===== config.mk =====
export PLATFORM = sky130hd
export DESIGN_NAME = bright_spot_centroid
export DESIGN_NICKNAME = d
export VERILOG_FILES = /design/src/hw/rtl/bsc_pkg.sv /design/src/hw/rtl/bsc_gray.sv /design/src/hw/rtl/bsc_div.sv /design/src/hw/rtl/bright_spot_centroid.sv
export VERILOG_INCLUDE_DIRS = /design/src /design/src/hw/rtl
export SDC_FILE = /design/constraint.sdc
export NUM_CORES = 1
export LEC_CHECK = 0
export BUFFER_PORTS_ARGS = -buffer_cell sky130_fd_sc_hd__clkbuf_2
export CORE_UTILIZATION = 57
export DETAILED_ROUTE_END_ITERATION = 8
export PLACE_DENSITY = 0.77
export SYNTH_ARGS = -nofsm -noshare
export SYNTH_HDL_FRONTEND = slang
export SYNTH_SLANG_ARGS = --single-unit

===== constraint.sdc =====
create_clock -name i_clk -period 6 [get_ports i_clk]
set_input_delay 0.9 -clock i_clk [delete_from_list [all_inputs] [get_ports i_clk]]
set_output_delay 0.9 -clock i_clk [all_outputs]
set_load 0.005 [all_outputs]

===== src/hw/rtl/assert_macros.svh =====
// Concurrent assertion helpers, clocked on i_clk.
`ifndef ASSERT_MACROS_SVH
`define ASSERT_MACROS_SVH

// Check a property outside reset.
`define ASSERT_CLK(label, prop, msg) \
    label: assert property (@(posedge i_clk) disable iff (!i_rst_n) (prop)) else $error(msg);

// Check a property on every edge, reset included.
`define ASSERT_ALWAYS(label, prop, msg) \
    label: assert property (@(posedge i_clk) (prop)) else $error(msg);

`endif


===== src/hw/rtl/bsc_pkg.sv =====
package bsc_pkg;

    localparam int MAX_WIDTH  = 2048;
    localparam int MAX_HEIGHT = 2048;
    localparam int FRAC_BITS  = 4;

    localparam int PIX_W      = 8;
    localparam int COL_W      = $clog2(MAX_WIDTH);
    localparam int ROW_W      = $clog2(MAX_HEIGHT);
    localparam int CNT_W      = 23;
    localparam int SUM_W      = 33;
    localparam int OUT_W      = 15;
    localparam int DVD_W      = SUM_W + FRAC_BITS;
    localparam int REM_W      = CNT_W + 1;
    localparam int STEP_W     = $clog2(OUT_W);

    localparam int COEF_W     = 14;
    localparam int ACC_W      = 22;
    localparam int GRAY_SHIFT = 14;

    localparam logic [COEF_W-1:0] COEF_B     = COEF_W'(1868);
    localparam logic [COEF_W-1:0] COEF_G     = COEF_W'(9617);
    localparam logic [COEF_W-1:0] COEF_R     = COEF_W'(4899);
    localparam logic [ACC_W-1:0]  GRAY_ROUND = ACC_W'(8192);

    localparam logic [PIX_W-1:0]  THR_RESET  = PIX_W'(250);
    localparam logic [COL_W-1:0]  COL_LAST   = COL_W'(MAX_WIDTH - 1);
    localparam logic [ROW_W-1:0]  ROW_LAST   = ROW_W'(MAX_HEIGHT - 1);
    localparam logic [OUT_W-1:0]  OUT_MAX    = '1;

    typedef logic [PIX_W-1:0] t_pix;

    typedef struct packed {
        t_pix red;
        t_pix green;
        t_pix blue;
    } t_pixel;

endpackage


===== src/hw/rtl/bsc_gray.sv =====
module bsc_gray (
    input  logic                i_clk,
    input  logic                i_rst_n,
    input  logic                i_start,
    input  bsc_pkg::t_pixel     i_pixel,
    output logic                o_done,
    output bsc_pkg::t_pix       o_gray
);
    import bsc_pkg::*;

    typedef enum logic [1:0] {
        MAC_B,
        MAC_G,
        MAC_R
    } t_mac_step;

    t_mac_step          r_step;
    logic               r_busy;
    logic               r_done;
    t_pixel             r_pixel;
    logic [ACC_W-1:0]   r_acc;

    logic [COEF_W-1:0]  coef;
    t_pix               opnd;
    logic [ACC_W-1:0]   base;
    logic [ACC_W-1:0]   n_acc;

    always_comb begin
        case (r_step)
            MAC_B: begin
                coef = COEF_B;
                opnd = r_pixel.blue;
            end
            MAC_G: begin
                coef = COEF_G;
                opnd = r_pixel.green;
            end
            MAC_R: begin
                coef = COEF_R;
                opnd = r_pixel.red;
            end
            default: begin
                coef = '0;
                opnd = '0;
            end
        endcase
        base  = (r_step == MAC_B) ? GRAY_ROUND : r_acc;
        n_acc = base + ACC_W'(ACC_W'(coef) * ACC_W'(opnd));
    end

    always_ff @(posedge i_clk) begin
        if (!i_rst_n) begin
            r_busy <= 1'b0;
            r_done <= 1'b0;
            r_step <= MAC_B;
        end else begin
            r_done <= r_busy && (r_step == MAC_R);
            if (i_start && !r_busy) begin
                r_busy  <= 1'b1;
                r_step  <= MAC_B;
                r_pixel <= i_pixel;
            end else if (r_busy) begin
                r_acc <= n_acc;
                case (r_step)
                    MAC_B:   r_step <= MAC_G;
                    MAC_G:   r_step <= MAC_R;
                    MAC_R: begin
                        r_busy <= 1'b0;
                        r_step <= MAC_B;
                    end
                    default: r_step <= MAC_B;
                endcase
            end
        end
    end

    assign o_done = r_done;
    assign o_gray = r_acc[GRAY_SHIFT +: PIX_W];

`include "assert_macros.svh"

    `ASSERT_CLK(a_gray_done_idle, r_done |-> !r_busy, "gray done while still accumulating")

endmodule


===== src/hw/rtl/bsc_div.sv =====
module bsc_div (
    input  logic                        i_clk,
    input  logic                        i_rst_n,
    input  logic                        i_start,
    input  logic [bsc_pkg::DVD_W-1:0]   i_dividend,
    input  logic [bsc_pkg::CNT_W-1:0]   i_divisor,
    output logic                        o_done,
    output logic [bsc_pkg::OUT_W-1:0]   o_quotient
);
    import bsc_pkg::*;

    logic               r_busy;
    logic               r_done;
    logic               r_sat;
    logic [STEP_W-1:0]  r_step;
    logic [REM_W-1:0]   r_rem;
    logic [OUT_W-1:0]   r_low;
    logic [OUT_W-1:0]   r_quo;
    logic [CNT_W-1:0]   r_div;

    logic [REM_W-1:0]   start_rem;
    logic [REM_W-1:0]   trial;
    logic               fits;

    always_comb begin
        start_rem = REM_W'(i_dividend[DVD_W-1:OUT_W]);
        trial     = {r_rem[REM_W-2:0], r_low[OUT_W-1]};
        fits      = trial >= REM_W'(r_div);
    end

    always_ff @(posedge i_clk) begin
        if (!i_rst_n) begin
            r_busy <= 1'b0;
            r_done <= 1'b0;
            r_step <= '0;
        end else begin
            r_done <= r_busy && (r_step == STEP_W'(OUT_W - 1));
            if (i_start && !r_busy) begin
                r_busy <= 1'b1;
                r_step <= '0;
                r_div  <= i_divisor;
                r_rem  <= start_rem;
                r_low  <= i_dividend[OUT_W-1:0];
                r_sat  <= start_rem >= REM_W'(i_divisor);
                r_quo  <= '0;
            end else if (r_busy) begin
                if (!r_sat) begin
                    r_rem <= fits ? trial - REM_W'(r_div) : trial;
                end
                r_quo <= {r_quo[OUT_W-2:0], fits};
                r_low <= {r_low[OUT_W-2:0], 1'b0};
                if (r_step == STEP_W'(OUT_W - 1)) begin
                    r_busy <= 1'b0;
                end else begin
                    r_step <= r_step + 1'b1;
                end
            end
        end
    end

    assign o_done     = r_done;
    assign o_quotient = r_sat ? OUT_MAX : r_quo;

`include "assert_macros.svh"

    `ASSERT_CLK(a_rem_below_div, r_busy && !r_sat |-> r_rem < REM_W'(r_div), "remainder too large")
    `ASSERT_CLK(a_done_after_busy, r_done |-> $past(r_busy), "divider done without a run")

endmodule


===== src/hw/rtl/bright_spot_centroid.sv =====
// Bright-spot centroid over a raster frame. Input stalls while each pixel is in work: one
// shared 14x8 multiply-accumulate unit forms the gray value in three passes, then the bright
// test and the position sums update. A frame-end pixel with bright pixels then passes through a
// shared restoring divider that produces 15 quotient bits one per cycle, first for x, then for
// y; a frame-end pixel without bright pixels skips the divider. The result sits in an output
// register; the next frame runs while it waits, and a second frame end stalls only if
// the first result is still not taken. Centroids are unsigned with 4 fraction bits, truncated;
// tuser of the result is 0 and both coordinates are 0 for a frame without bright pixels. The
// threshold register resets to 250 and should be written while idle.
module bright_spot_centroid (
    input  logic        i_clk,
    input  logic        i_rst_n,
    // threshold write channel
    input  logic        i_cfg_valid,
    output logic        o_cfg_ready,
    input  logic [7:0]  i_cfg_data,
    // pixel stream
    input  logic        s_axis_tvalid,
    output logic        s_axis_tready,
    input  logic [23:0] s_axis_tdata,   // blue[7:0], green[15:8], red[23:16]
    input  logic        s_axis_tlast,   // line_end
    input  logic        s_axis_tuser,   // frame_end
    // centroid stream
    output logic        m_axis_tvalid,
    input  logic        m_axis_tready,
    output logic [31:0] m_axis_tdata,   // centroid_x[14:0], centroid_y[29:15], zero[31:30]
    output logic        m_axis_tuser    // found
);
    import bsc_pkg::*;

    typedef enum logic [2:0] {
        ST_IDLE,
        ST_GRAY,
        ST_DIVX,
        ST_DIVY,
        ST_DONE
    } t_state;

    t_state             r_state;
    t_pix               r_thr;
    logic               r_line_end;
    logic               r_frame_end;
    logic [COL_W-1:0]   r_col;
    logic [ROW_W-1:0]   r_row;
    logic [CNT_W-1:0]   r_cnt;
    logic [SUM_W-1:0]   r_sx;
    logic [SUM_W-1:0]   r_sy;
    logic [CNT_W-1:0]   r_fcnt;
    logic [SUM_W-1:0]   r_fsx;
    logic [SUM_W-1:0]   r_fsy;
    logic               r_div_start;
    logic [OUT_W-1:0]   r_qx;
    logic [OUT_W-1:0]   r_qy;
    logic               r_found;
    logic               r_out_valid;
    logic [OUT_W-1:0]   r_out_x;
    logic [OUT_W-1:0]   r_out_y;
    logic               r_out_found;

    logic [CNT_W-1:0]   n_cnt;
    logic [SUM_W-1:0]   n_sx;
    logic [SUM_W-1:0]   n_sy;

    t_pixel             pixel;
    logic               in_xfer;
    logic               out_xfer;
    logic               gray_done;
    t_pix               gray;
    logic               bright;
    logic               div_done;
    logic               div_launch;
    logic [OUT_W-1:0]   quotient;
    logic [DVD_W-1:0]   dividend;

    assign o_cfg_ready   = 1'b1;
    assign s_axis_tready = (r_state == ST_IDLE);
    assign in_xfer       = s_axis_tvalid && s_axis_tready;
    assign out_xfer      = r_out_valid && m_axis_tready;
    assign pixel         = t_pixel'(s_axis_tdata);
    assign dividend      = DVD_W'(r_state == ST_DIVY ? r_fsy : r_fsx) << FRAC_BITS;
    assign div_launch    = (r_state == ST_GRAY && gray_done && r_frame_end && n_cnt != '0)
                        || (r_state == ST_DIVX && div_done);

    bsc_gray u_gray (
        .i_clk   (i_clk),
        .i_rst_n (i_rst_n),
        .i_start (in_xfer),
        .i_pixel (pixel),
        .o_done  (gray_done),
        .o_gray  (gray)
    );

    bsc_div u_div (
        .i_clk      (i_clk),
        .i_rst_n    (i_rst_n),
        .i_start    (r_div_start),
        .i_dividend (dividend),
        .i_divisor  (r_fcnt),
        .o_done     (div_done),
        .o_quotient (quotient)
    );

    always_comb begin
        bright = gray > r_thr;
        n_cnt  = r_cnt;
        n_sx   = r_sx;
        n_sy   = r_sy;
        if (bright) begin
            n_cnt = r_cnt + 1'b1;
            n_sx  = r_sx + SUM_W'(r_col);
            n_sy  = r_sy + SUM_W'(r_row);
        end
    end

    always_ff @(posedge i_clk) begin
        if (!i_rst_n) begin
            r_state     <= ST_IDLE;
            r_thr       <= THR_RESET;
            r_col       <= '0;
            r_row       <= '0;
            r_cnt       <= '0;
            r_sx        <= '0;
            r_sy        <= '0;
            r_div_start <= 1'b0;
            r_out_valid <= 1'b0;
        end else begin
            r_div_start <= div_launch;
            if (i_cfg_valid && o_cfg_ready) begin
                r_thr <= i_cfg_data;
            end
            if (out_xfer && r_state != ST_DONE) begin
                r_out_valid <= 1'b0;
            end
            case (r_state)
                ST_IDLE: begin
                    if (in_xfer) begin
                        r_line_end  <= s_axis_tlast;
                        r_frame_end <= s_axis_tuser;
                        r_state     <= ST_GRAY;
                    end
                end
                ST_GRAY: begin
                    if (gray_done) begin
                        if (r_frame_end) begin
                            r_fcnt  <= n_cnt;
                            r_fsx   <= n_sx;
                            r_fsy   <= n_sy;
                            r_found <= (n_cnt != '0);
                            r_col   <= '0;
                            r_row   <= '0;
                            r_cnt   <= '0;
                            r_sx    <= '0;
                            r_sy    <= '0;
                            if (n_cnt != '0) begin
                                r_state <= ST_DIVX;
                            end else begin
                                r_qx    <= '0;
                                r_qy    <= '0;
                                r_state <= ST_DONE;
                            end
                        end else begin
                            r_cnt   <= n_cnt;
                            r_sx    <= n_sx;
                            r_sy    <= n_sy;
                            r_state <= ST_IDLE;
                            if (r_line_end) begin
                                r_col <= '0;
                                if (r_row != ROW_LAST) begin
                                    r_row <= r_row + 1'b1;
                                end
                            end else if (r_col != COL_LAST) begin
                                r_col <= r_col + 1'b1;
                            end
                        end
                    end
                end
                ST_DIVX: begin
                    if (div_done) begin
                        r_qx    <= quotient;
                        r_state <= ST_DIVY;
                    end
                end
                ST_DIVY: begin
                    if (div_done) begin
                        r_qy    <= quotient;
                        r_state <= ST_DONE;
                    end
                end
                ST_DONE: begin
                    if (!r_out_valid || m_axis_tready) begin
                        r_out_valid <= 1'b1;
                        r_out_x     <= r_qx;
                        r_out_y     <= r_qy;
                        r_out_found <= r_found;
                        r_state     <= ST_IDLE;
                    end
                end
                default: r_state <= ST_IDLE;
            endcase
        end
    end

    assign m_axis_tvalid = r_out_valid;
    assign m_axis_tdata  = 32'({r_out_y, r_out_x});
    assign m_axis_tuser  = r_out_found;

`include "assert_macros.svh"

    `ASSERT_CLK(a_gray_in_gray, gray_done |-> r_state == ST_GRAY, "gray done out of step")
    `ASSERT_CLK(a_div_in_div, div_done |-> r_state == ST_DIVX || r_state == ST_DIVY, "div misstep")
    `ASSERT_CLK(a_empty_zero, r_out_valid && !r_out_found |-> {r_out_x, r_out_y} == '0, "bad empty")

endmodule

==> results of run 1 <==
[worst max path at each step]
stage | startpoint | to | slack [ns] | cells after the start
after floorplan | u_gray.r_step[0]$_SDFFE_PP0P_ | u_gray.r_acc[21]$_DFFE_PP_ | 0.11 | 22
after global placement | u_gray.r_step[1]$_SDFFE_PP0P_ | u_gray.r_acc[21]$_DFFE_PP_ | 0.03 | 23
after detailed placement | u_gray.r_step[1]$_SDFFE_PP0P_ | u_gray.r_acc[21]$_DFFE_PP_ | -0.14 | 23
after CTS | u_gray.r_step[0]$_SDFFE_PP0P_ | u_gray.r_acc[21]$_DFFE_PP_ | 0.004 | 20
after global routing | u_gray.r_step[1]$_SDFFE_PP0P_ | u_gray.r_acc[21]$_DFFE_PP_ | -0.03 | 23
final | u_gray.r_step[1]$_SDFFE_PP0P_ | u_gray.r_acc[21]$_DFFE_PP_ | 0.24 | 23
[layout by cell type, fill, tap and decap left out, drive strengths merged, types with 94 or more instances in the layout]
| cell type | synthesis | final |
|---|---|---|
| inv | 209 | 208 |
| clkbuf | 82 | 135 |
| xnor2 | 94 | 94 |
| nand2 | 198 | 198 |
| edfxtp | 272 | 272 |
| dfxtp | 134 | 134 |
| ha | 135 | 135 |
| nor2 | 222 | 222 |
| o21ai | 111 | 111 |
| a21oi | 145 | 145 |
[metrics by stage]
stage | total power [mW] | setup TNS [ns]
2_1_floorplan | 6.12 | 0
3_3_place_gp | 6.93 | 0
3_5_place_dp | 7.03 | -0.212
4_1_cts | 9.82 | 0
5_1_grt | 10.7 | -0.0258
6_report | 9.96 | 0
[flip-flops by register name, summed over array words and instances, names as in the netlist, 11 cells and up]
signal,flops
r_fsx,33
r_fsy,33
r_sx,33
r_sy,33
u_gray.r_pixel,24
r_cnt,23
r_fcnt,23
u_div.r_div,23
u_div.r_rem,23
u_gray.r_acc,22
r_out_x,15
r_out_y,15
r_qx,15
r_qy,15
u_div.r_quo,15
r_col,11
r_row,11
u_div.r_low,11
[cell type report]
class                           count  area (µm²)  area share [%]
Clock buffer                       64        1280            4.88
Clock inverter                     18         184           0.703
Inverter                          210         793            3.03
Multi-Input combinational cell   1588       11600            44.3
Sequential cell                   406       10900            41.5
Tap cell                          532         666            2.54
Timing Repair Buffer              129         803            3.07
[per-layer routing]
layer | vias to the layer above | share of wire, % | track usage, %
met3 | 90 | 5.5 | 3.77
li1 | 8204 | - | -
met5 | - | 0 | 0
met4 | 0 | 2.5 | 8.02
met2 | 551 | 50 | 46.3
met1 | 8337 | 42 | 34.1
[critical path: cells and delay by family (launching register included)]
kind | cells | cell delay, ns
XOR/XNOR | 1 | 0.07
adder cells (fa/ha/maj) | 6 | 2.42
AND/OR/NAND/NOR | 2 | 0.21
AO/OA/AOI/OAI | 8 | 1.92
flip-flops | 1 | 0.37
buffers and inverters | 6 | 0.54
[repair_timing]
| action | 4_1_cts | 5_1_grt |
|---|---|---|
| pin swaps | 5 | 19 |
| endpoints found under the setup margin | 3 | 7 |
| endpoints found under the hold margin | 0 | 0 |
| buffers inserted | 1 | 0 |
| hold buffers | 0 | 0 |
| resized for setup | 8 | 21 |
[cells by family (layout without fill, tap and decap cells)]
| logic type | after synthesis | count (layout) |
|---|---|---|
| adder cells (fa/ha/maj) | 222 | 222 |
| multiplexers | 41 | 41 |
| AO/OA/AOI/OAI | 447 | 447 |
| XOR/XNOR | 134 | 134 |
| buffers and inverters | 314 | 421 |
| flip-flops | 406 | 406 |
| other | 2 | 3 |
| AND/OR/NAND/NOR | 741 | 741 |
[power breakdown]
part	total [mW]	switching [mW]	internal, mW
registers	3.27	0.0366	3.23
clock network	2.70	1.13	1.58
logic	3.98	2.21	1.78
==> key figures, run 1 <==
Synthesis
  – Number of unique standard cell types used by synthesis: 86
  – Mapped cell area: 23,500 µm²
  – Largest family of logic cells by synthesized area: simple AND/OR/NAND/NOR gates
  – Yosys reg bits: 406
  – Post-synth EDFFs: 272
  – Sequential area share after synthesis: 46.1%
  – Most common library cells after synthesis: edfxtp_1, nor2_1, inv_1
  – Top FF cell, synth: edfxtp_1
  – Most frequent cell after synthesis: edfxtp_1
  – YS warnings: 0
  – Yosys top cell area share: 34.7%
  – Mux cell area share after synthesis: approximately 1.9%
  – Synth Area in Compound Gates: a little under an eighth
  – Synth Instances: 2,307
  – Cell taking the most area after synthesis: edfxtp_1
  – Mean post-synth cell area: 10.2 µm²
  – Top post-synthesis cells by area: edfxtp_1, dfxtp_1, fa_1
  – Adder-cell area share of the yosys netlist: 14.6%
  – Simple-gate portion of the synthesized area: 15.4%
  – Async SR Flop Fraction: 0%
  – Xor and xnor area share after synthesis: ~5.0%

Drt
  – Via/cell ratio: just under 6
  – DRT antenna net count: 0
  – 1st-iter DRT viols: 1,322
  – Vias: between 15k and 20k
  – DR WL/cell: 18.4 µm
  – WL final: 54,200 µm
  – DR pass1 iterations: 7
  – DRC Markers: 0

CTS
  – Clock Latency Late Sink: between 0.5 and 0.6 ns
  – Root Buffer: clkbuf_16
  – CTS buffer count: 44
  – # clock sinks: 406
  – CTS tree: built
  – Clock transition at path regs: 0.06 ns
  – Htree depth: 2
  – CTS Buffer Depth: 3

Placed design
  – IO Port Bufs: 71
  – Post-place setup slack: -0.136 ns
  – Placed Area: 24,600 µm²
  – Placer Congestion: 0.940
  – Detailed Place HPWL: 38,800 µm
  – DP Cell Count: 2,864

Critical path
  – WP data required: roughly 6.3 ns
  – R2r setup slk: 0.24 ns
  – Crit path max fanout: 8
  – Worst Setup Start Kind: register
  – Arrival time at the worst endpoint: 6.09 ns
  – Crit path capture type: register
  – CP max stage delay: approximately 0.55 ns
  – Critical path, cell by cell: inv_4 -> ha_4 -> buf_4 -> a222oi_1 -> nor2_1 -> buf_4 -> nand2_1 -> inv_2 -> fa_2 -> fa_1 -> inv_1 -> fa_1 -> fa_1 -> inv_1 -> ha_1 -> o21a_1 -> o21ai_2 -> a21oi_1 -> a41o_1 -> o41a_1 -> a211o_1 -> a21oi_2 -> xnor2_1
  – Worst reg2reg path endpoint: u_gray.r_acc[21]$_DFFE_PP_
  – Reg2Reg Depth: 23
  – CP dominant cell by count: fa_1
  – Critical Path Slowest Stage Cell: fa_1
  – Worst reg2reg startpoint: u_gray.r_step[1]$_SDFFE_PP0P_
  – Critical path class: register to register

Floorplan
  – DIE WIDTH: between 200 and 250 µm
  – Die Y: 205 µm
  – Initial core utilization: 57.8%
  – Core outline area: 40,700 µm²
  – I/O pin cnt: 75
  – Die area: 42,100 µm²
  – Row count: between 70 and 80

STA
  – Slew HR: 24.8%
  – Fin crit share: 96.0%
  – Unrepaired setup endpoints after global routing: yes
  – Max Freq: 0.174 GHz
  – Worst Setup Slack, final: about 0.24 ns
  – Final setup viols: 0
  – Clock skew: 0.0237 ns
  – Final Hold Viols: 0
  – Final min period: 5.76 ns
  – Slew Limit Fails: 0
  – Least-Margin Pin Slew: approximately 1.1 ns
  – Final hold slack: 0.417 ns

Outcome
  – Run status: finished clean

Global routing
  – Gr usage total: 26.5%
  – Number of global-route vias before repair: 17.1k
  – Antenna violations before repair: 0
  – Largest net degree at the start of global routing: 75
  – Global-route wire length before repair: roughly 89,000 µm
  – Total gr overflow: 0

Power and ir drop
  – Peak supply drop: 911 µV
  – Leakage: 10.8 nW
  – Power per cell area: ~380 nW/µm²

Cells and area
  – Finished Core Util: 64.3%
  – Final Cell Area: 26,200 µm²
  – Layout Nets: ~2.6k
  – Post-Layout Cell Count: 2,947
  – Fillers: ~3.1k
  – Layout area overhead: 11.2%
  – Diode count: 0
  – Layout cells sized above 1: a little under an eighth

Min path
  – Worst hold start: r_qx[14]$_SDFFCE_PN0P_
  – Worst Hold Endpoint: r_out_x[14]$_DFFE_PP_
  – HP Class: register to register
  – Hold Path Stages: 0

Flow run
  – Max Cap Viol: 0
Power figures use the tool's default switching activity.
==> run 2: changes to the inputs <==
- CORE_UTILIZATION: 57 -> 59
- CTS_BUF_LIST: not set -> sky130_fd_sc_hd__clkbuf_4
- PLACE_DENSITY: 0.77 -> 0.79
- SETUP_SLACK_MARGIN: not set -> 0.05
- SLEW_MARGIN: not set -> 10
==> key figures, run 2 (synthesis gave the netlist of run 1 again) <==
Drt
  – DR WL/cell: approximately 18 µm
  – DR pass1 iterations: 8
  – Via/cell ratio: 5.78
  – DRC Markers: 0
  – DRT antenna net count: 0
  – 1st-iter DRT viols: 1,408
  – WL final: 55,300 µm
  – Vias: 17.7k

Floorplan
  – Row count: between 70 and 80
  – Die Y: 202 µm
  – Die area: 40,700 µm²
  – Initial core utilization: 60.3%
  – I/O pin cnt: 75
  – Core outline area: ~39,000 µm²
  – DIE WIDTH: 202 µm

STA
  – Final min period: 5.85 ns
  – Max Freq: about 0.17 GHz
  – Final setup viols: 0
  – Slew Limit Fails: 0
  – Final Hold Viols: 0
  – Clock skew: 0.0466 ns
  – Fin crit share: 97.6%
  – Slew HR: 25.8%
  – Least-Margin Pin Slew: 1.10 ns
  – Worst Setup Slack, final: 0.146 ns

Global routing
  – Antenna violations before repair: 2
  – Total gr overflow: 0
  – Number of global-route vias before repair: between 15k and 20k
  – Global-route wire length before repair: 87,600 µm
  – Gr usage total: a little over a quarter
  – Largest net degree at the start of global routing: 75

Placed design
  – Detailed Place HPWL: slightly below 40,000 µm
  – Post-place setup slack: -0.135 ns
  – Placer Congestion: between 0.9 and 1
  – IO Port Bufs: just over 70
  – DP Cell Count: 2,835
  – Placed Area: about 24,000 µm²

Critical path
  – Crit path capture type: register
  – Critical path class: register to register
  – Worst Setup Start Kind: register
  – WP data required: 6.60 ns
  – Crit path max fanout: 6
  – Arrival time at the worst endpoint: 6.46 ns

Cells and area
  – Layout cells sized above 1: 17.1%
  – Layout Nets: 2,704
  – Final Cell Area: 26,300 µm²
  – Most frequent cells in the layout: edfxtp_1, nor2_1, inv_1
  – Most common cell after layout, fill and taps aside: edfxtp_1
  – Fillers: 2,869
  – Layout area overhead: 11.8%
  – Finished Core Util: 67.5%
  – Post-Layout Cell Count: 3,055

CTS
  – Clock transition at path regs: around 0.070 ns
  – Htree depth: 3
  – CTS tree: built
  – # clock sinks: approximately 410
  – # hold bufs at CTS: 0
  – CTS buffer count: about 110
  – CTS Buffer Depth: 3
  – Clock Latency Late Sink: 0.88 ns
  – Root Buffer: clkbuf_4

Power and ir drop
  – Power after layout: 10.4 mW
  – Power per cell area: 396 nW/µm²
  – Peak supply drop: 597 µV
  – Leakage: 10.9 nW

Min path
  – HP Class: input port to register

Flow run
  – Max Cap Viol: 0

Outcome
  – Run status: finished clean
run 2: critical path, cell delays in order (launching register included):
cell and delay [ns]:
dfxtp_4 0.36, inv_2 0.05, buf_4 0.15, ha_4 0.18, buf_4 0.15, a222oi_1 0.37, nor2_1 0.14, buf_4 0.18
and2_2 0.22, fa_1 0.52, fa_1 0.43, fa_1 0.50, inv_1 0.06, fa_1 0.54, inv_1 0.07, ha_4 0.27
a21oi_4 0.16, a21oi_2 0.07, a41o_1 0.20, o41a_1 0.44, a211o_1 0.33, a21oi_2 0.14, xnor2_1 0.08
run 2: power breakdown:
part / internal, mW / leakage (nW) / total [mW] / switching (mW)
registers: 3.23 / 3.57 / 3.28 / 0.0433
logic: 2.12 / 6.53 / 4.66 / 2.54
clock network: 1.27 / 0.853 / 2.48 / 1.21
total: 6.63 / 10.9 / 10.4 / 3.79
run 2: final timing paths:
kind                                                    start                            to  slack [ns]  cells after the start
worst min-delay path                         s_axis_tdata[15]  u_gray.r_pixel[15]$_DFFE_PP_        0.21                      1
worst max register to register  u_gray.r_step[1]$_SDFFE_PP0P_    u_gray.r_acc[21]$_DFFE_PP_        0.15                     22
worst min register to register         r_qx[10]$_SDFFCE_PN0P_         r_out_x[10]$_DFFE_PP_        0.41                      0
worst max-delay path            u_gray.r_step[1]$_SDFFE_PP0P_    u_gray.r_acc[21]$_DFFE_PP_        0.15                     22
run 2: stage by stage:
| stage | TNS [ns] | hold slack (ns) |
|---|---|---|
| 6_report | 0 | 0.211 |
| 4_1_cts | 0 | 0.167 |
| 3_3_place_gp | 0 | 0.404 |
| 3_5_place_dp | -0.196 | 0.405 |
| 5_1_grt | -0.0766 | 0.153 |
| 2_1_floorplan | 0 | 0.400 |
run 2: cell type report:
class / count / area (µm²) / share of cell area, %
diodes: 4 / 10.0 / 0.0380
clock inverters: 40 / 248 / 0.942
repair buffers: 132 / 817 / 3.11
flip-flops and latches: 406 / 10900 / 41.3
clock buffers: 157 / 1180 / 4.48
well taps: 518 / 648 / 2.46
inverters: 210 / 791 / 3.01
multi-input cells: 1588 / 11800 / 44.7
run 2: repair_timing:
item,CTS,global route
setup endpoints to repair,4,7
gates resized for setup,5,68
buffers inserted,2,17
pin swaps,3,50
run 2: layer usage:
metal,global-route usage [%],wire (µm)
met1,33.9,23000
met2,45.9,27000
met3,5.23,3380
met4,11.3,1950
met5,0,0
==> run 3: changes to the inputs <==
- RECOVER_POWER: not set -> 100
==> key figures, run 3 (synthesis gave the netlist of run 1 again) <==
Critical path
  – Arrival time at the worst endpoint: roughly 6.4 ns
  – Crit path capture type: register
  – Worst Setup Start Kind: register
  – Critical path class: register to register
  – Crit path max fanout: 6
  – WP data required: ~6.6 ns

Floorplan
  – Die Y: 202 µm
  – DIE WIDTH: 202 µm
  – Row count: 72
  – Die area: 40,700 µm²
  – Initial core utilization: 60.3%
  – Core outline area: 39,000 µm²
  – I/O pin cnt: 75

Drt
  – WL final: between 50,000 and 60,000 µm
  – Vias: 17.8k
  – DRT antenna net count: 0
  – DRC Markers: 0
  – 1st-iter DRT viols: around 1.6k
  – DR pass1 iterations: 8
  – DR WL/cell: roughly 18 µm
  – Via/cell ratio: 5.82

STA
  – Max Freq: 0.171 GHz
  – Fin Setup TNS: 0 ns
  – Final Hold Viols: 0
  – Slew Limit Fails: 461
  – Clock skew: 0.0454 ns
  – Slew HR: -140%
  – Final min period: between 5 and 6 ns
  – Least-Margin Pin Slew: 3.61 ns
  – Fin crit share: 97.4%
  – Final setup viols: 0
  – Final hold slack: 0.220 ns

Power and ir drop
  – Power per cell area: 398 nW/µm²
  – Power after layout: approximately 10 mW
  – Leakage: 10.8 nW
  – Peak supply drop: 596 µV

CTS
  – CTS Buffer Depth: 3
  – CTS buffer count: around 110
  – Clock transition at path regs: ~0.07 ns
  – Clock Latency Late Sink: 0.88 ns
  – Htree depth: 3
  – # clock sinks: 406
  – CTS tree: built
  – Root Buffer: clkbuf_4
  – # hold bufs at CTS: 0

Cells and area
  – Fillers: around 2.9k
  – Layout area overhead: 11.1%
  – Most common cell after layout, fill and taps aside: edfxtp_1
  – Most frequent cells in the layout: edfxtp_1, nor2_1, inv_1
  – Layout Nets: approximately 2.7k
  – Layout cells sized above 1: 15.2%
  – Final Cell Area: 26,100 µm²

Placed design
  – Placer Congestion: between 0.9 and 1
  – Detailed Place HPWL: just under 40,000 µm
  – Placed Area: 24,500 µm²
  – IO Port Bufs: 71

Global routing
  – Antenna violations before repair: 2
  – Largest net degree at the start of global routing: 75
  – Gr usage total: 27.1%
  – Total gr overflow: 0
  – Global-route wire length before repair: 87,600 µm
  – Number of global-route vias before repair: 17.4k

Flow run
  – Max Cap Viol: 11

Outcome
  – Run status: finished with violations
  – Failing checks: max-capacitance violations, max-slew violations

Min path
  – HP Class: input port to register
run 3: cell type report:
cell class | instances | area (µm²) | area share [%]
antenna | 4 | 10.0 | 0.0383
timing repair buffer | 132 | 737 | 2.82
inverter | 210 | 791 | 3.02
tap | 518 | 648 | 2.48
multi-input combinational | 1588 | 11700 | 44.7
sequential | 406 | 10900 | 41.5
clock inverter | 40 | 248 | 0.948
clock buffer | 157 | 1180 | 4.51
run 3: stage by stage:
step	instances	worst slack [ns]	utilization [%]
6_report	3055	0.156	67.0
2_1_floorplan	2308	0.111	-
3_5_place_dp	2835	-0.135	62.7
4_1_cts	3034	0.0627	66.5
3_3_place_gp	2835	0.120	62.7
5_1_grt	3055	-0.0766	67.0
run 3: per-layer routing:
layer,vias up,routed length [µm],track usage (%)
met3,132,3670,5.23
met1,8544,22800,33.9
met4,0,2030,11.3
li1,8414,-,-
met2,698,27000,45.9
met5,-,0,0
run 3: report_power, final:
group | switching, mW | internal [mW] | leakage, nW
clock network | 1.21 | 1.27 | 0.853
logic | 2.54 | 2.12 | 6.37
registers | 0.0429 | 3.23 | 3.57
total | 3.79 | 6.62 | 10.8
run 3: timing repair:
action                     4_1_cts  5_1_grt
gates resized for setup          5       68
setup endpoints to repair        4        7
pin swaps                        3       50
setup buffers                    2       17
gates cloned                     0        0
run 3: worst max-delay path, stage by stage, from the launching register on:
cell	delay, ns
dfxtp_4	0.35
inv_2	0.05
buf_4	0.15
ha_4	0.18
buf_4	0.15
a222oi_1	0.37
nor2_1	0.15
buf_4	0.18
and2_2	0.22
fa_1	0.51
fa_1	0.43
fa_1	0.50
inv_1	0.06
fa_1	0.54
inv_1	0.07
ha_4	0.27
a21oi_4	0.16
a21oi_2	0.06
a41o_1	0.20
o41a_1	0.44
a211o_1	0.33
a21oi_2	0.14
xnor2_1	0.08
run 3: path summary, 6_finish.rpt:
| path | from | endpoint | slack (ns) | depth (start not counted) |
|---|---|---|---|---|
| max | u_gray.r_step[1]$_SDFFE_PP0P_ | u_gray.r_acc[21]$_DFFE_PP_ | 0.16 | 22 |
| min | s_axis_tdata[15] | u_gray.r_pixel[15]$_DFFE_PP_ | 0.22 | 1 |
| max reg2reg | u_gray.r_step[1]$_SDFFE_PP0P_ | u_gray.r_acc[21]$_DFFE_PP_ | 0.16 | 22 |
| min reg2reg | r_qx[10]$_SDFFCE_PN0P_ | r_out_x[10]$_DFFE_PP_ | 0.41 | 0 |
